File: src/sv/cva_pkg.sv
`default_nettype none
// ---------------------------------------------------------------------------
// cva_pkg
// Shared types and arithmetic helpers of the color vibrance adjuster.
// ---------------------------------------------------------------------------
package cva_pkg;

	typedef enum logic [1:0] {
		MODE_PASS  = 2'b00,
		MODE_BOOST = 2'b01,
		MODE_GRAY  = 2'b10
	} mode_t;

	localparam logic [7:0] VIB_NEUTRAL = 8'd128;

	// classified request, front to back
	typedef struct packed {
		mode_t       mode;
		logic [7:0]  r;
		logic [7:0]  g;
		logic [7:0]  b;
		logic [7:0]  k;
		logic [7:0]  vm;
		logic [7:0]  hn;
		logic [15:0] l;
		logic [8:0]  den;
		logic [10:0] hbase;
		logic        hsub;
	} cls_t;

	// restoring divider partial state
	typedef struct packed {
		logic [25:0] rem;
		logic [17:0] q;
	} div_t;

	function automatic div_t div_step(input div_t a, input logic [16:0] dvs,
			input logic [4:0] sh);
		logic [33:0] t;
		logic [33:0] rw;
		div_t        o;
		t = {17'd0, dvs} << sh;
		rw = {8'd0, a.rem};
		o.q = {a.q[16:0], 1'b0};
		if (rw >= t) begin
			o.rem = a.rem - t[25:0];
			o.q[0] = 1'b1;
		end else begin
			o.rem = a.rem;
		end
		return o;
	endfunction

endpackage
`default_nettype wire

File: src/sv/cva_queue.sv
`default_nettype none
// ---------------------------------------------------------------------------
// cva_queue
// Short FIFO of classified requests between front and back.
// ---------------------------------------------------------------------------
module cva_queue
	import cva_pkg::*;
#(
	parameter int DEPTH = 4
) (
	input  wire logic clk,
	input  wire logic arst_n,
	input  wire logic wr_en,
	input  wire cls_t wr_data,
	output logic      full,
	input  wire logic rd_en,
	output logic      rd_valid,
	output cls_t      rd_data
);

	localparam int PW = (DEPTH > 1) ? $clog2(DEPTH) : 1;
	localparam int CW = $clog2(DEPTH + 1);

	cls_t          mem_q [DEPTH];
	logic [PW-1:0] wp_q;
	logic [PW-1:0] rp_q;
	logic [CW-1:0] cnt_q;

	assign full = (cnt_q == CW'(DEPTH));
	assign rd_valid = (cnt_q != '0);
	assign rd_data = mem_q[rp_q];

	always_ff @(posedge clk) begin
		if (wr_en) mem_q[wp_q] <= wr_data;
	end

	always_ff @(posedge clk or negedge arst_n) begin
		if (!arst_n) begin
			wp_q <= '0;
			rp_q <= '0;
			cnt_q <= '0;
		end else begin
			if (wr_en) wp_q <= (wp_q == PW'(DEPTH - 1)) ? '0 : wp_q + 1'b1;
			if (rd_en) rp_q <= (rp_q == PW'(DEPTH - 1)) ? '0 : rp_q + 1'b1;
			unique case ({wr_en, rd_en})
				2'b10: cnt_q <= cnt_q + 1'b1;
				2'b01: cnt_q <= cnt_q - 1'b1;
				default: cnt_q <= cnt_q;
			endcase
		end
	end

endmodule
`default_nettype wire

File: config.mk
export PLATFORM = sky130hd
export DESIGN_NAME = cva_queue
export DESIGN_NICKNAME = d
export VERILOG_FILES = /design/src/sv/cva_pkg.sv /design/src/sv/cva_queue.sv
export SDC_FILE = /design/constraint.sdc
export NUM_CORES = 1
export LEC_CHECK = 0
export ABC_AREA = 1
export BUFFER_PORTS_ARGS = -buffer_cell sky130_fd_sc_hd__buf_4
export CORE_MARGIN = 4
export CORE_UTILIZATION = 45
export DETAILED_ROUTE_END_ITERATION = 7
export PLACE_DENSITY_LB_ADDON = 0.2
export SLEW_MARGIN = 20
export SYNTH_ARGS = -nofsm -noshare
export SYNTH_HDL_FRONTEND = slang
export SYNTH_SLANG_ARGS = --single-unit
File: constraint.sdc
create_clock -name clk -period 2.8 [get_ports clk]
set_input_delay 0.28 -clock clk [delete_from_list [all_inputs] [get_ports clk]]
set_output_delay 0.28 -clock clk [all_outputs]
set_load 0.01 [all_outputs]
==> results of run 1 <==
## worst max-delay path, cell delays in order, from the launching register on
cell and delay, ns:
dfrtp_1 0.45, inv_8 0.29, buf_4 0.42, nand2_1 0.10, o211ai_1 0.12, nand2_1 0.08, buf_4 0.14
## where the power goes
group / internal, uW / switching (uW)
Sequential: 6810 / 199
Clock: 2940 / 1900
Combinational: 2280 / 3470
Total: 12000 / 5570
## cells by family after synthesis
family	share of synthesized area
flops	0.747
buf+inv	0.0774
fa+ha+maj	0.00669
simple gates	0.0744
compound gates	0.0936
xor+xnor	0.000616
## Yosys cell counts (all sizes together)
cell / number
buf: 52
edfxtp: 348
nor3: 1
nand3: 2
ha: 6
nand4: 1
nor2: 1
nand2: 275
dfrtp: 7
o21ai: 5
clkbuf: 6
xnor2: 1
fa: 1
inv: 189
o211ai: 174
## through the flow
stage          setup WS [ns]  area [sq um]
2_1_floorplan         0.0228         14200
3_3_place_gp           0.913         16000
3_5_place_dp           0.913         16000
4_1_cts                0.331         18100
5_1_grt                0.190         18100
6_report               0.357         18100
## per-layer routing
metal  vias to the layer above  part of all wire  GRT usage
met5                         -                 0          0
met4                         0             0.021     0.0455
met3                        50             0.059     0.0340
met2                       205              0.50      0.290
met1                      4082              0.42      0.204
li1                       4281                 -          -
## area by class of cell
type | count | share of cell area
Timing Repair Buffer | 288 | 0.138
Clock buffer | 50 | 0.0586
Inverter | 189 | 0.0405
Antenna cell | 1 | 0.000138
Sequential cell | 355 | 0.588
Clock inverter | 18 | 0.00893
Multi-Input combinational cell | 467 | 0.138
Tap cell | 396 | 0.0274
## placed cells by master, fill, tap and decap left out, drive strengths merged
cell | Yosys | final
dfrtp | 7 | 7
nand2 | 275 | 275
o21ai | 5 | 5
edfxtp | 348 | 348
nand3 | 2 | 2
ha | 6 | 6
o211ai | 174 | 174
nand4 | 1 | 1
nor2 | 1 | 1
dlygate4sd3 | 0 | 89
fa | 1 | 1
bufinv | 0 | 3
nor3 | 1 | 1
buf | 52 | 199
clkbuf | 6 | 50
inv | 189 | 188
clkinvlp | 0 | 3
clkinv | 0 | 13
diode | 0 | 1
xnor2 | 1 | 1
## final timing paths
path                                      start                endpoint  slack [ns]  depth (start not counted)
min in group asynchronous                arst_n     wp_q[0]$_DFFE_PN0P_        0.13                          2
hold / removal                            wr_en     wp_q[1]$_DFFE_PN0P_        0.02                          2
setup reg to reg            wp_q[0]$_DFFE_PN0P_  mem_q[2][53]$_DFFE_PP_        0.99                          5
hold reg to reg            cnt_q[2]$_DFFE_PN0P_    cnt_q[2]$_DFFE_PN0P_        0.48                          2
setup / recovery            rp_q[0]$_DFFE_PN0P_             rd_data[36]        0.36                          6
max in group asynchronous                arst_n     rp_q[1]$_DFFE_PN0P_        2.53                          2
## state kept, by name, indices dropped and copies added, names as in the netlist
register  cells
cnt_q         3
mem_q       348
wp_q          2
rp_q          2
## what timing repair did
action | CTS | global route
hold buffers | 89 | 0
setup endpoints to repair | 0 | 0
hold endpoints to repair | 357 | 0
==> out/metrics.yaml, run 1 <==
timing:
  maxSlewViolCount: 0
  finalSetupViolations: 0
  rsz0062_at_grt: "false"
  timing.fmax_ghz: 0.409
  finalCritPeriodShare: 0.873
  layout_min_cycle_time_ns: 2.44
  clock_skew_ns: 0.00929
  slew-limit-headroom: 0.535
  setup_tns_ns: 0
  worst_pin_slew_ns: 0.698
  finalHoldWorstSlack_ns: 0.0240
  finalHoldViolCount: 0
floorplan:
  dieArea_sq_um: 34500
  initial_core_util: 0.460
  core_sq_um: 30900
  die_h_um: 186
  die_w_um: 186
  std_cell_rows: 64
  pin_count: 180
logic_synthesis:
  synthDistinctLibCells: 20
  synth_top_area_frac: 0.735
  yosysTopAreaCell: "edfxtp_1"
  syn_inst: 1069
  yosysSeqAreaShare: 0.747
  netlist_area_sq_um: 14200
  ys.warnings.count: 0
  synth_fp_nets: 1167
  synthTopCellsByArea: "edfxtp_1 (73%), o211ai_1 (9.2%), nand2_1 (7.3%)"
  avgSynthCellArea_sq_um: 13.3
  ys_seq_elements: 355
global_routing:
  grt.total_usage: 0.163
  antenna_found_initial: 0
  grt_pass1_wl_um: 44400
  grt_pass1_vias: 8566
  overflow: 0
  grt_start_max_net_pins: 93
cells_and_area:
  area_growth_pct: 27.1
  final_util: 0.585
  seqCellArea_sq_um: 10600
  final_layout_size_suffix_gt1_frac: 0.188
  fin_cells: 1764
  multi_input_area_sq_um: 2490
  num-nets-final: 1437
  fillers: 2427
run_status:
  outcome: "finished, final reports clean"
clocking:
  cts_max_level: 2
  insertion_delay_ns: 0.51
  cts_setup_buffers: 0
  cts_buffers: 38
  cts_resized: 0
  cts_tree: "done"
  clk_pin_slew_worst_paths_ns: 0.06
  cts_root_buf: "clkbuf_16"
  cts_sinks: 355
  cts_max_path_buffers: 3
hold_path:
  hp-class: "input pin to register"
worst_setup_path:
  worstPathRequired_ns: 2.52
  critPathMaxFanout: 60
  worst_setup_path_end_kind: "output pin"
  start_kind: "register"
  path_class: "register to output pin"
  cp.arrival_ns: 2.16
routing:
  ant_nets: 0
  vias: 8618
  wirelength_um: 28200
  drc: 0
  drt_iter0_drc: 306
  avgRoutedWirePerCell_um: 16.0
  dr.pass1.iters: 4
  routed_via_density: 4.89
power:
  cellLeakagePower_uw: 0.00730
  p_per_area_nw_per_um2: 974
  peakVddDrop_uv: 599
  power_uw: 17600
placed_design:
  dp_hpwl_um: 16400
  portBuffers: 179
  place.gp.congestion: 0.734
  dp_cells: 1606
run:
  drv_cap: 0
(Power assumes the default switching activity.)
==> inputs of run 2 (changes only) <==
- ABC_AREA: 1 -> default
==> run 2 against run 1 <==
  * Design area fell by 6.9%
  * Via count fell by 30%
  * Clock-buffer cell count decreased by 4
  * Clock power is 8.7% lower
  * Register-to-register slack hardly changed
  * Combinational power shrank 15%
  * Setup slack got worse by 0.11 ns
==> out/metrics.yaml, run 2 <==
cells_and_area:
  final_util: 0.599  # was 0.585
  num-nets-final: 890  # was 1437
  final_layout_size_suffix_gt1_frac: 0.411  # was 0.188
  multi_input_area_sq_um: 2190  # was 2490 sq um
  area_growth_pct: 29.8  # was 27.1%
  largest_reg_flops: 348  # unchanged
  design_area_sq_um: 16800  # was 18100 sq um
  layout_commonest_cell: "edfxtp_1"  # unchanged
  layout_common_cells: "edfxtp_1 (348), buf_4 (184), dlygate4sd3_1 (88)"  # was edfxtp_1 (348), nand2_1 (275), buf_4 (190)
  fillers: 2039  # was 2427
  top_register: "mem_q"  # unchanged
  reg.largest.list: "mem_q (348), cnt_q (3)"  # unchanged
  seqCellArea_sq_um: 10600  # about the same
  antennaDiodeCount: 0  # was 1
power:
  p_per_area_nw_per_um2: 978  # was 974 nW/um^2
  cellLeakagePower_uw: 0.00581  # was 0.00730 uW
  seqPwrFrac: 0.435  # was 0.398
  intPower_uw: 12000  # about the same
  switching_share: 0.273  # was 0.316
  netSwitchingPower_uw: 4500  # was 5570 uW
  peakVddDrop_uv: 718  # was 599 uV
  pwr-share-clk: 0.268  # was 0.275
  pwr-share-comb: 0.297  # was 0.327
placed_design:
  dp_slack_ns: 0.725  # was 0.913 ns
  dp_hpwl_um: 14500  # was 16400 um
  place.gp.congestion: 0.714  # was 0.734
  placed_area_sq_um: 14800  # was 16000 sq um
  portBuffers: 179  # unchanged
timing:
  fin_ws_ns: 0.243  # was 0.357 ns
  finalCritPeriodShare: 0.913  # was 0.873
  clock_skew_ns: 0.0107  # was 0.00929 ns
  setup_tns_ns: 0  # unchanged
  rsz0062_at_grt: "false"  # unchanged
  slew-limit-headroom: 0.489  # was 0.535
  maxSlewViolCount: 0  # unchanged
  finalSetupViolations: 0  # unchanged
  timing.fmax_ghz: 0.391  # was 0.409 GHz
  layout_min_cycle_time_ns: 2.56  # was 2.44 ns
  worst_pin_slew_ns: 0.767  # was 0.698 ns
  finalHoldViolCount: 0  # unchanged
worst_setup_path:
  r2r_slack_ns: 0.98  # was 0.99 ns
  critPathMaxFanout: 48  # was 60
  worst_setup_path_end_kind: "output pin"  # unchanged
  path_buf_inv: 2  # was 3
  worstReg2RegStart: "wp_q[0]$_DFFE_PN0P_"  # unchanged
  start_kind: "register"  # unchanged
  cp.arrival_ns: 2.28  # was 2.16 ns
  worstPathRequired_ns: 2.52  # about the same
  slowest_stage: "dfrtp_4"  # was dfrtp_1
  rr_worst_depth: 3  # was 5
  path_cells: "buf_12 -> mux4_2 -> buf_4"  # was inv_8 -> buf_4 -> nand2_1 -> o211ai_1 -> nand2_1 -> buf_4
  max_stage_delay_ns: 0.92  # was 0.45 ns
  reg2reg_to: "mem_q[3][11]$_DFFE_PP_"  # was mem_q[2][53]$_DFFE_PP_
  path_delay_family: "flip-flops"  # was buffers and inverters
  path_class: "register to output pin"  # unchanged
logic_synthesis:
  syn_inst: 494  # was 1069
  synth_edf_count: 348  # unchanged
  yosysTopAreaCell: "edfxtp_1"  # unchanged
  synth_top_area_frac: 0.806  # was 0.735
  synth.most_common_cell: "edfxtp_1"  # unchanged
  netlist_area_sq_um: 13000  # was 14200 sq um
  synthDistinctLibCells: 21  # was 20
  postSynth.asyncResetShare: 0.0197  # unchanged
  synth_flop_cell: "edfxtp_1"  # unchanged
  avgSynthCellArea_sq_um: 26.2  # was 13.3 sq um
  synthTopCellsByArea: "edfxtp_1 (81%), mux4_2 (15%), dfrtp_1 (1.4%)"  # was edfxtp_1 (73%), o211ai_1 (9.2%), nand2_1 (7.3%)
  ys_seq_elements: 355  # unchanged
  yosysSeqAreaShare: 0.820  # was 0.747
  synthTopCellsByCount: "edfxtp_1 (348), mux4_2 (87), dfrtp_1 (7)"  # was edfxtp_1 (348), nand2_1 (275), inv_1 (187)
  synth_fp_nets: 592  # was 1167
  ys.warnings.count: 0  # unchanged
global_routing:
  overflow: 0  # unchanged
  met2_usage: 0.266  # was 0.290
  grt_start_max_net_pins: 58  # was 93
  busiest_layer: "met2"  # unchanged
  grt_pass1_wl_um: 37800  # was 44400 um
  grt.met3_usage: 0.0375  # was 0.0340
  grt.total_usage: 0.156  # was 0.163
  grt_pass1_vias: 6735  # was 8566
  use_met1: 0.202  # was 0.204
  antenna_found_initial: 0  # unchanged
floorplan:
  initial_core_util: 0.462  # was 0.460
  std_cell_rows: 61  # was 64
  die_h_um: 178  # was 186 um
  dieArea_sq_um: 31600  # was 34500 sq um
  core_sq_um: 28100  # was 30900 sq um
  die_w_um: 178  # was 186 um
  pin_count: 180  # unchanged
clocking:
  clk_pin_slew_worst_paths_ns: 0.06  # about the same
  cts_tree: "done"  # unchanged
  cts_root_buf: "clkbuf_16"  # unchanged
  cts_buffers: 37  # was 38
  insertion_delay_ns: 0.51  # about the same
  cts_max_path_buffers: 3  # unchanged
  cts_max_level: 2  # unchanged
  cts_resized: 0  # unchanged
  cts_sinks: 355  # unchanged
routing:
  drt_iter0_drc: 347  # was 306
  dr.pass1.iters: 4  # unchanged
  routed_via_density: 5.07  # was 4.89
  avgRoutedWirePerCell_um: 20.2  # was 16.0 um
  vias: 6073  # was 8618
  drc: 0  # unchanged
  wirelength_um: 24200  # was 28200 um
  ant_nets: 0  # unchanged
hold_path:
  hp-class: "input pin to register"  # unchanged
  min_path_cells: 2  # unchanged
  min_to: "wp_q[0]$_DFFE_PN0P_"  # was wp_q[1]$_DFFE_PN0P_
  min_from: "wr_en"  # unchanged
run_status:
  outcome: "finished, final reports clean"  # unchanged
run:
  drv_cap: 0  # unchanged
==> run 2: cell count changes after synthesis, moves of 4 or more <==
cell      delta
mux4_2      +87
nand2_1    -273
o211ai_1   -174
and2_1       +4
buf_6       -14
buf_2       -26
inv_1      -181
==> run 2: worst max-delay path by stage <==
stage	from	endpoint	slack [ns]	depth (start not counted)
2_1_floorplan	wp_q[0]$_DFFE_PN0P_	mem_q[0][0]$_DFFE_PP_	0.66	3
3_3_place_gp	rp_q[1]$_DFFE_PN0P_	rd_data[86]	0.75	3
3_5_place_dp	rp_q[1]$_DFFE_PN0P_	rd_data[0]	0.72	3
4_1_cts	rp_q[1]$_DFFE_PN0P_	rd_data[0]	0.18	3
5_1_grt	rp_q[1]$_DFFE_PN0P_	rd_data[21]	0.13	3
6_report	rp_q[1]$_DFFE_PN0P_	rd_data[21]	0.24	3
==> run 2: area by class of cell <==
cell class / count / area share
sequential: 355 / 0.632
timing repair buffer: 279 / 0.143
multi-input combinational: 113 / 0.130
clock buffer: 46 / 0.0595
tap: 378 / 0.0281
clock inverter: 21 / 0.00662
inverter: 6 / 0.00134
==> run 2: logic make-up after synthesis <==
logic type | after synthesis | share of synthesized area
DFF | 355 | 0.820
muxes | 89 | 0.153
buffers and inverters | 26 | 0.0125
and+or+nand+nor | 11 | 0.00454
adders and majority gates | 7 | 0.00733
AOI/OAI and AO/OA | 3 | 0.00116
xor gates and xnor gates | 3 | 0.00203
==> run 2: power groups by stage <==
stage / Sequential, uW / Clock, uW / Combinational (uW)
after floorplan: 7060 / 0 / 2980
after global placement: 7220 / 0 / 4880
after detailed placement: 7290 / 0 / 4920
after CTS: 7180 / 4540 / 5050
after global routing: 7240 / 4790 / 5300
final: 7160 / 4410 / 4890
==> run 2: worst register-to-register path: stages, from the launching register on <==
cell     delay, ns
dfrtp_1       0.40
ha_1          0.19
and2_4        0.48
buf_4         0.42
==> run 2: timing repair <==
action                    4_1_cts  5_1_grt
setup buffers                   0        0
hold buffers                   88        0
hold endpoints to repair      355        0
==> run 2: per-layer routing <==
| metal | vias to the layer above | wire length, um | part of all wire |
|---|---|---|---|
| li1 | 2719 | - | - |
| met1 | 3157 | 9770 | 0.40 |
| met2 | 158 | 12600 | 0.52 |
| met3 | 39 | 1370 | 0.056 |
| met4 | 0 | 506 | 0.021 |
| met5 | - | 0 | 0 |
==> run 2: per-stage QoR <==
step                hold WS, ns  instances  total power [uW]
floorplan               -0.0156        494             10000
global placement         0.0979       1043             12100
detailed placement        0.102       1043             12200
CTS                      0.0104       1198             16800
global route             0.0163       1198             17300
finish                   0.0413       1198             16500
