**src/sv/cva_pkg.sv**
```systemverilog
`default_nettype none
// ---------------------------------------------------------------------------
// cva_pkg
// Shared types and arithmetic helpers of the color vibrance adjuster.
// ---------------------------------------------------------------------------
package cva_pkg;

	typedef enum logic [1:0] {
		MODE_PASS  = 2'b00,
		MODE_BOOST = 2'b01,
		MODE_GRAY  = 2'b10
	} mode_t;

	localparam logic [7:0] VIB_NEUTRAL = 8'd128;

	// classified request, front to back
	typedef struct packed {
		mode_t       mode;
		logic [7:0]  r;
		logic [7:0]  g;
		logic [7:0]  b;
		logic [7:0]  k;
		logic [7:0]  vm;
		logic [7:0]  hn;
		logic [15:0] l;
		logic [8:0]  den;
		logic [10:0] hbase;
		logic        hsub;
	} cls_t;

	// restoring divider partial state
	typedef struct packed {
		logic [25:0] rem;
		logic [17:0] q;
	} div_t;

	function automatic div_t div_step(input div_t a, input logic [16:0] dvs,
			input logic [4:0] sh);
		logic [33:0] t;
		logic [33:0] rw;
		div_t        o;
		t = {17'd0, dvs} << sh;
		rw = {8'd0, a.rem};
		o.q = {a.q[16:0], 1'b0};
		if (rw >= t) begin
			o.rem = a.rem - t[25:0];
			o.q[0] = 1'b1;
		end else begin
			o.rem = a.rem;
		end
		return o;
	endfunction

endpackage
`default_nettype wire

```
**src/sv/cva_front.sv**
```systemverilog
`default_nettype none
// ---------------------------------------------------------------------------
// cva_front
// Vibrance register and classifier: picks the operation and derives the
// max/min, lightness, divisor and hue terms of each request.
// ---------------------------------------------------------------------------
module cva_front
	import cva_pkg::*;
(
	input  wire logic       clk,
	input  wire logic       arst_n,
	input  wire logic       vibrance_valid,
	output logic            vibrance_ready,
	input  wire logic [7:0] vibrance,
	input  wire logic [7:0] red_in,
	input  wire logic [7:0] green_in,
	input  wire logic [7:0] blue_in,
	output cls_t            cls
);

	logic [7:0] vib_q;
	logic [7:0] v;
	logic [7:0] m;
	logic [8:0] sum;

	assign vibrance_ready = 1'b1;

	always_ff @(posedge clk or negedge arst_n) begin
		if (!arst_n) begin
			vib_q <= VIB_NEUTRAL;
		end else if (vibrance_valid) begin
			vib_q <= vibrance;
		end
	end

	always_comb begin
		v = (red_in > green_in) ? red_in : green_in;
		m = (red_in < green_in) ? red_in : green_in;
		if (blue_in > v) v = blue_in;
		if (blue_in < m) m = blue_in;
		sum = {1'b0, v} + {1'b0, m};

		cls.r = red_in;
		cls.g = green_in;
		cls.b = blue_in;
		cls.k = vib_q;
		cls.vm = v - m;
		cls.l = {sum, 7'd0};
		cls.den = sum[8] ? (9'd0 - sum) : sum;
		if (vib_q == VIB_NEUTRAL) cls.mode = MODE_PASS;
		else if (vib_q > VIB_NEUTRAL) cls.mode = MODE_BOOST;
		else cls.mode = MODE_GRAY;

		priority if (red_in == v) begin
			if (green_in == m) begin
				cls.hn = v - blue_in;  cls.hbase = 11'd1280; cls.hsub = 1'b0;
			end else begin
				cls.hn = v - green_in; cls.hbase = 11'd256;  cls.hsub = 1'b1;
			end
		end else if (green_in == v) begin
			if (blue_in == m) begin
				cls.hn = v - red_in;   cls.hbase = 11'd256;  cls.hsub = 1'b0;
			end else begin
				cls.hn = v - blue_in;  cls.hbase = 11'd768;  cls.hsub = 1'b1;
			end
		end else begin
			if (red_in == m) begin
				cls.hn = v - green_in; cls.hbase = 11'd768;  cls.hsub = 1'b0;
			end else begin
				cls.hn = v - red_in;   cls.hbase = 11'd1280; cls.hsub = 1'b1;
			end
		end
	end

endmodule
`default_nettype wire

```
**config.mk**
```make
export PLATFORM = sky130hd
export DESIGN_NAME = cva_front
export DESIGN_NICKNAME = d
export VERILOG_FILES = /design/src/sv/cva_pkg.sv /design/src/sv/cva_front.sv
export SDC_FILE = /design/constraint.sdc
export NUM_CORES = 1
export LEC_CHECK = 0
export BUFFER_PORTS_ARGS = -buffer_cell sky130_fd_sc_hd__buf_2
export CORE_MARGIN = 8
export CORE_UTILIZATION = 24
export DETAILED_ROUTE_END_ITERATION = 6
export PLACE_DENSITY = 0.53
export SLEW_MARGIN = 20
export SYNTH_ARGS = -nofsm -noshare
export SYNTH_HDL_FRONTEND = slang
export SYNTH_SLANG_ARGS = --single-unit
```
**constraint.sdc**
```tcl
create_clock -name clk -period 7.8 [get_ports clk]
set_input_delay 0.78 -clock clk [delete_from_list [all_inputs] [get_ports clk]]
set_output_delay 0.78 -clock clk [all_outputs]
set_load 0.01 [all_outputs]
```
==> results of run 1 <==
[through the flow]
step,hold slack [ns],power [mW],utilization (%)
2_1_floorplan,0.484,0.831,-
3_3_place_gp,0.524,1.22,28.7
3_5_place_dp,0.524,1.22,28.7
4_1_cts,0.394,1.31,29.2
5_1_grt,0.396,1.42,29.2
6_report,0.383,1.29,29.2
[logic make-up (layout without fill, tap and decap cells)]
| family | count (synthesis) | in the layout | synth area share [%] |
|---|---|---|---|
| AND/OR/NAND/NOR | 116 | 116 | 15.6 |
| XOR/XNOR | 59 | 59 | 13.2 |
| multiplexers | 23 | 23 | 6.67 |
| AO/OA/AOI/OAI | 156 | 156 | 25.6 |
| flip-flops | 8 | 8 | 4.95 |
| other | 2 | 17 | 0.185 |
| adder cells (fa/ha/maj) | 63 | 63 | 20.3 |
| buffers and inverters | 103 | 186 | 13.6 |
[cell usage in the layout, fill, tap and decap left out, types with 8 or more instances in the layout]
cell / Yosys / routed
xor2_1: 16 / 16
nand2_1: 20 / 20
inv_1: 54 / 54
ha_1: 58 / 58
o21ai_0: 13 / 12
conb_1: 2 / 17
nand3_1: 12 / 12
xnor2_1: 42 / 42
nor2_1: 32 / 31
and3_1: 8 / 8
a21oi_1: 55 / 55
a21o_1: 21 / 21
buf_2: 1 / 105
o211ai_1: 10 / 10
buf_4: 44 / 22
o21bai_1: 12 / 12
mux2_2: 15 / 15
[worst register-to-register path, delay by kind of cell (launching register included)]
family                 cells  cell delay, ns
DFF                        1            0.52
buffers and inverters      1            0.05
AOI/OAI and AO/OA          1            0.16
[worst min-delay path by stage]
stage	endpoint	slack [ns]
after floorplan	vib_q[0]$_DFFE_PN0P_	0.48
after global placement	vib_q[4]$_DFFE_PN0P_	0.52
after detailed placement	vib_q[7]$_DFFE_PN1P_	0.52
after CTS	vib_q[4]$_DFFE_PN0P_	0.39
after global routing	vib_q[4]$_DFFE_PN0P_	0.40
final	vib_q[4]$_DFFE_PN0P_	0.38
[cell type report]
| cell class | instances | area, µm² |
|---|---|---|
| clock buffer | 4 | 78.8 |
| fill | 1825 | 11700 |
| inverter | 54 | 203 |
| multi-input combinational | 434 | 3380 |
| sequential | 8 | 201 |
| tap | 220 | 275 |
| timing repair buffer | 128 | 711 |
[report_power, final]
group	internal, mW	switching, mW	total (mW)
Sequential	0.0462	0.00309	0.0493
Combinational	0.495	0.660	1.16
Clock	0.0681	0.0197	0.0878
Total	0.609	0.683	1.29
[routing by layer]
metal	up-vias	routed length (µm)	track usage (%)	part of all wire [%]
met3	36	878	1.89	5.9
met1	1897	6810	17.1	46
li1	2028	-	-	-
met2	173	6790	23.0	45
met4	0	483	4.22	3.2
met5	-	0	0	0
[what timing repair did]
item                                    4_1_cts  5_1_grt
endpoints found under the setup margin        0       12
setup buffers                                 0        0
gates resized for setup                       0        3
==> reports/qor.txt, run 1 <==
======================================================================================
Outcome ................................................................. finished, final reports clean
HPWL Detailed ...........................................................    12,800 µm
Peak fanout along the critical path .....................................           13
Count of hold-fix buffers inserted at cts ...............................            0
Maximum clock insertion buffer count ....................................            2
Global routing usage summed across all routing layers ...................        13.4%
Post-route non-filler standard cell count ...............................          848
Number of H-tree levels .................................................            1
Initial cell density of the core ........................................        24.5%
Sum Neg Setup Slack .....................................................         0 ns
Worst Reg2Reg Path Length in Cells ......................................            2
Slack of the worst reg-to-reg path ......................................      6.99 ns
Area of placed instances ................................................  0.00476 mm²
Area of the core ........................................................   0.0166 mm²
DRT Wirelength ..........................................................    15,000 µm
Kind of critical path ...................................................       in2out
Async set-or-reset flop fraction in the synthesized netlist .............         100%
Post-route cell area ....................................................  0.00485 mm²
Cell type with the largest total area after synthesis ...................         ha_1
Number of synthesized flops with an enable pin ..........................            0
Via count of the first global-routing pass ..............................        4,238
Ant diodes ..............................................................            0
Antenna violations before repair ........................................            0
Number of distinct standard cells referenced by the synthesized netlist .           64
DR iter-0 viols .........................................................          236
CTS tree ................................................................         done
Register with the most flip-flops .......................................        vib_q
Relative slew slack .....................................................        51.1%
Cells after Synth .......................................................          530
Worst hold path type ....................................................     in2async
Final Hold Viols ........................................................            0
Relative area change from synthesis to final layout .....................        19.1%
First-pass GRT wire length ..............................................    23,300 µm
Die ar. .................................................................   0.0214 mm²
Worst setup path end ....................................................      cls[44]
Number of placed instances with taps included ...........................          844
Cell row count ..........................................................           47
Count of antenna-violating nets left after detailed routing .............            0
Synth Flop Type .........................................................      dfrtp_1
Clock tree root driver cell .............................................    clkbuf_16
CP Launch Point .........................................................  green_in[7]
Worst R2R Start ......................................................... vib_q[7]$_DFFE_PN1P_
Routability Congestion ..................................................        0.958
Master of the slowest instance on the critical path .....................        or3_4
Top cells by instance count after synthesis ............................. 58 x ha_1, 55 x a21oi_1, 54 x inv_1, 44 x buf_4, 42 x xnor2_1
Post-synthesis instance area ............................................  0.00407 mm²
Largest registers .......................................................    vib_q (8)
Tcrit/Tclk final ........................................................        94.9%
CP max stage delay ......................................................      0.41 ns
Post-route minimum period ...............................................      7.40 ns
Family of cells with the greatest summed delay on the critical path ..... compound AO/OA/AOI/OAI gates
Register bit count reported by yosys ....................................            8
Most frequent cell after synthesis ......................................         ha_1
# DRC ...................................................................            0
Cell types occupying the most area after synthesis ...................... ha_1 18%, xnor2_1 9.0%, buf_4 8.1%
Net total in the final layout ...........................................          727
Synthesized area per cell ...............................................     7.68 µm²
Slew of the pin with the lowest slew margin .............................     0.731 ns
Number of detailed-routing iterations run before antenna repair .........            4
PortBufs ................................................................          105
Share of layout cells above drive strength 1 ............................        26.4%
Peak clock frequency supported by timing ................................    0.135 GHz
Kind of capture point of the worst setup path ........................... primary output
Data required time of the critical path .................................      7.02 ns
Worst reg2reg path endpoint ............................................. vib_q[7]$_DFFE_PN1P_
Largest net degree at the start of global routing .......................           14
Total of warnings raised by yosys .......................................            0
Maximum ir drop on the vdd rail .........................................       114 µV
Number of flip-flops under the largest register name ....................            8
Cell mode on critical path ..............................................       a21o_1
Least setup slack across all paths after layout .........................     0.396 ns
Detailed-route via count ................................................        4,134
Routed length per placed instance .......................................      17.7 µm
Number of setup violations in the final report ..........................            0
Place WS ................................................................     0.255 ns
Height of the chip ......................................................       146 µm
P_leak ..................................................................      2.43 nW
Instance count on the critical path .....................................           27
Avg Vias per Cell .......................................................         4.88
Kind of launch point of the worst setup path ............................   input port
Clock buffer count from CTS .............................................            3
CTS clk-pin slew, worst paths ...........................................      0.04 ns
Sequential area share after synthesis ...................................        4.95%
Floorplan die width .....................................................       146 µm
Later-pin clock latency in the skew report ..............................      0.23 ns
Number of slew-limit violations in the final report .....................            0
Worst EP arrival ........................................................      6.62 ns
Count of buffer and inverter cells on the critical path .................            4
Total number of clock tree sinks ........................................            8
Overall overflow remaining after global route ...........................            0
Power per Cell Area .....................................................   267 mW/mm²
Fraction of post-synthesis cell area in the top cell type by area .......        17.8%
Final clock skew ........................................................         0 ns
I/O pin cnt .............................................................          123
Max Cap Viol ............................................................            0
======================================================================================
Note: power is estimated with default switching activity, not from simulation.
==> run 2, diff against run 1 <==
- PLACE_DENSITY: 0.53 -> unset
==> run 2 against run 1 <==
Against the previous run: critical endpoint is now cls[13]; clock skew stayed put; register-to-register slack better by 0.02 ns; sequential share of layout area hardly changed; maximum frequency is 1.1% lower; via count is 1.3% higher; clock power is 1% higher; worst setup slack worse by 0.080 ns.
==> reports/qor.txt, run 2 (synthesis gave the netlist of run 1 again) <==
==============================================================================
Final Hold Viols ................................................            0   unchanged
# DRC ...........................................................            0   unchanged
Peak clock frequency supported by timing ........................    0.134 GHz   was 0.135 GHz
HPWL Detailed ...................................................    12,500 µm   was 12,800 µm
Count of hold-fix buffers inserted at cts .......................            0   unchanged
Final Total Pwr .................................................      1.30 mW   was 1.29 mW
Final clock skew ................................................         0 ns   unchanged
Worst hold path type ............................................     in2async   unchanged
Number of detailed-routing iterations run before antenna repair .            4   unchanged
Floorplan die width .............................................       146 µm   unchanged
Post-route cell area ............................................  0.00486 mm²   was 0.00485 mm²
Height of the chip ..............................................       146 µm   unchanged
Data required time of the critical path .........................      7.02 ns   about the same
Total number of clock tree sinks ................................            8   unchanged
Detailed-route via count ........................................        4,189   was 4,134
Master of the slowest instance on the critical path .............     a211oi_2   was or3_4
Count of antenna-violating nets left after detailed routing .....            0   unchanged
Commonest non-fill, non-tap cell in the layout ..................        buf_2   unchanged
Relative slew slack .............................................        53.4%   was 51.1%
Register with the most flip-flops ...............................        vib_q   unchanged
Initial cell density of the core ................................        24.5%   unchanged
Largest net degree at the start of global routing ...............           14   unchanged
Antenna violations before repair ................................            2   was 0
Number of setup violations in the final report ..................            0   unchanged
Power per Cell Area .............................................   268 mW/mm²   was 267 mW/mm²
Kind of launch point of the worst setup path ....................   input port   unchanged
Commonest cells after routing, fill and taps aside .............. 105 x buf_2, 58 x ha_1, 54 x inv_1   was 105 x buf_2, 58 x ha_1, 55 x a21oi_1
CTS clk-pin slew, worst paths ...................................      0.04 ns   about the same
Relative area change from synthesis to final layout .............        19.5%   was 19.1%
Net total in the final layout ...................................          728   was 727
CP max stage delay ..............................................      0.42 ns   was 0.41 ns
Slew of the pin with the lowest slew margin .....................     0.696 ns   was 0.731 ns
Overall overflow remaining after global route ...................            0   unchanged
Post-route minimum period .......................................      7.48 ns   was 7.40 ns
Largest registers ...............................................    vib_q (8)   unchanged
Cell row count ..................................................           47   unchanged
Number of slew-limit violations in the final report .............            0   unchanged
Kind of capture point of the worst setup path ................... primary output   unchanged
Maximum ir drop on the vdd rail .................................       142 µV   was 114 µV
Global routing usage summed across all routing layers ...........        13.1%   was 13.4%
Maximum clock insertion buffer count ............................            2   unchanged
Area of the core ................................................   0.0166 mm²   unchanged
P_leak ..........................................................      2.44 nW   was 2.43 nW
Clock buffer count from CTS .....................................            3   unchanged
Final Util ......................................................        29.3%   was 29.2%
Die ar. .........................................................   0.0214 mm²   unchanged
DR iter-0 viols .................................................          212   was 236
Routed length per placed instance ...............................      17.2 µm   was 17.7 µm
Max Cap Viol ....................................................            0   unchanged
Ant diodes ......................................................            0   unchanged
Area of placed instances ........................................  0.00475 mm²   was 0.00476 mm²
Sum Neg Setup Slack .............................................         0 ns   unchanged
CTS tree ........................................................         done   unchanged
Worst EP arrival ................................................      6.70 ns   was 6.62 ns
Routability Congestion ..........................................        0.991   was 0.958
Number of H-tree levels .........................................            1   unchanged
Avg Vias per Cell ...............................................         4.93   was 4.88
Via count of the first global-routing pass ......................        4,192   was 4,238
Share of layout cells above drive strength 1 ....................        27.2%   was 26.4%
Later-pin clock latency in the skew report ......................      0.23 ns   about the same
Tcrit/Tclk final ................................................        95.9%   was 94.9%
Peak fanout along the critical path .............................           10   was 13
I/O pin cnt .....................................................          123   unchanged
Clock tree root driver cell .....................................    clkbuf_16   unchanged
Number of flip-flops under the largest register name ............            8   unchanged
Kind of critical path ...........................................       in2out   unchanged
Outcome ......................................................... finished, final reports clean   unchanged
PortBufs ........................................................          105   unchanged
First-pass GRT wire length ......................................    22,600 µm   was 23,300 µm
DRT Wirelength ..................................................    14,600 µm   was 15,000 µm
==============================================================================
==> run 2: cell count changes in the layout (fill, tap and decap cells not counted) <==
| cell | change |
|---|---|
| o21ai_1 | +1 |
| xnor2_1 | -1 |
| buf_12 | -1 |
| xnor2_2 | +1 |
| a21oi_2 | +3 |
| a21oi_1 | -3 |
| o21ai_0 | -1 |
| buf_4 | +2 |
==> run 2: path summary, 6_finish.rpt <==
| check | startpoint | endpoint | slack [ns] | cells past startpoint |
|---|---|---|---|---|
| worst min register to register | vib_q[7]$_DFFE_PN1P_ | vib_q[7]$_DFFE_PN1P_ | 0.53 | 2 |
| worst max-delay path | green_in[1] | cls[13] | 0.32 | 31 |
| max in group asynchronous | arst_n | vib_q[7]$_DFFE_PN1P_ | 7.19 | 1 |
| worst min-delay path | arst_n | vib_q[2]$_DFFE_PN0P_ | 0.38 | 1 |
| min in group clk | vib_q[7]$_DFFE_PN1P_ | vib_q[7]$_DFFE_PN1P_ | 0.53 | 2 |
| worst max register to register | vib_q[7]$_DFFE_PN1P_ | vib_q[7]$_DFFE_PN1P_ | 7.01 | 2 |
==> run 2: per-stage QoR <==
| step | hold slack (ns) | setup slack, ns | instances |
|---|---|---|---|
| 6_report | 0.377 | 0.317 | 849 |
| 5_1_grt | 0.384 | -0.0149 | 849 |
| 4_1_cts | 0.381 | 0.251 | 848 |
| 3_5_place_dp | 0.520 | 0.260 | 844 |
| 2_1_floorplan | 0.484 | 0.670 | 545 |
| 3_3_place_gp | 0.522 | 0.267 | 844 |
==> run 2: layer usage <==
layer	vias to the layer above	routed length (µm)	part of all wire, %	GRT usage [%]
li1	2038	-	-	-
met5	-	23	0.16	0
met1	1916	6420	44	16.3
met2	194	6750	46	22.3
met3	37	1020	7.0	2.26
met4	4	435	3.0	4.64
==> run 2: final cells by class <==
type / instances / area [µm²]
flip-flops and latches: 8 / 201
clock buffers: 4 / 78.8
inverters: 54 / 203
well taps: 220 / 275
repair buffers: 129 / 706
multi-input cells: 434 / 3400
fillers: 1850 / 11700
==> run 2: worst max-delay path: cells and delay by family <==
kind | cells | cell delay [ns]
AOI/OAI and AO/OA | 12 | 2.23
adders and majority gates | 4 | 1.20
buffers and inverters | 7 | 0.96
muxes | 1 | 0.33
and+or+nand+nor | 7 | 1.14
==> run 2: report_power, final <==
group	leakage, nW	switching [mW]	internal (mW)
Combinational	2.31	0.666	0.498
Clock	0.0382	0.0209	0.0681
Sequential	0.0923	0.00305	0.0462
Total	2.44	0.690	0.612
==> run 2: repair_timing <==
item | CTS | global route
gates resized for setup | 0 | 8
setup endpoints to repair | 0 | 16
setup buffers | 0 | 1
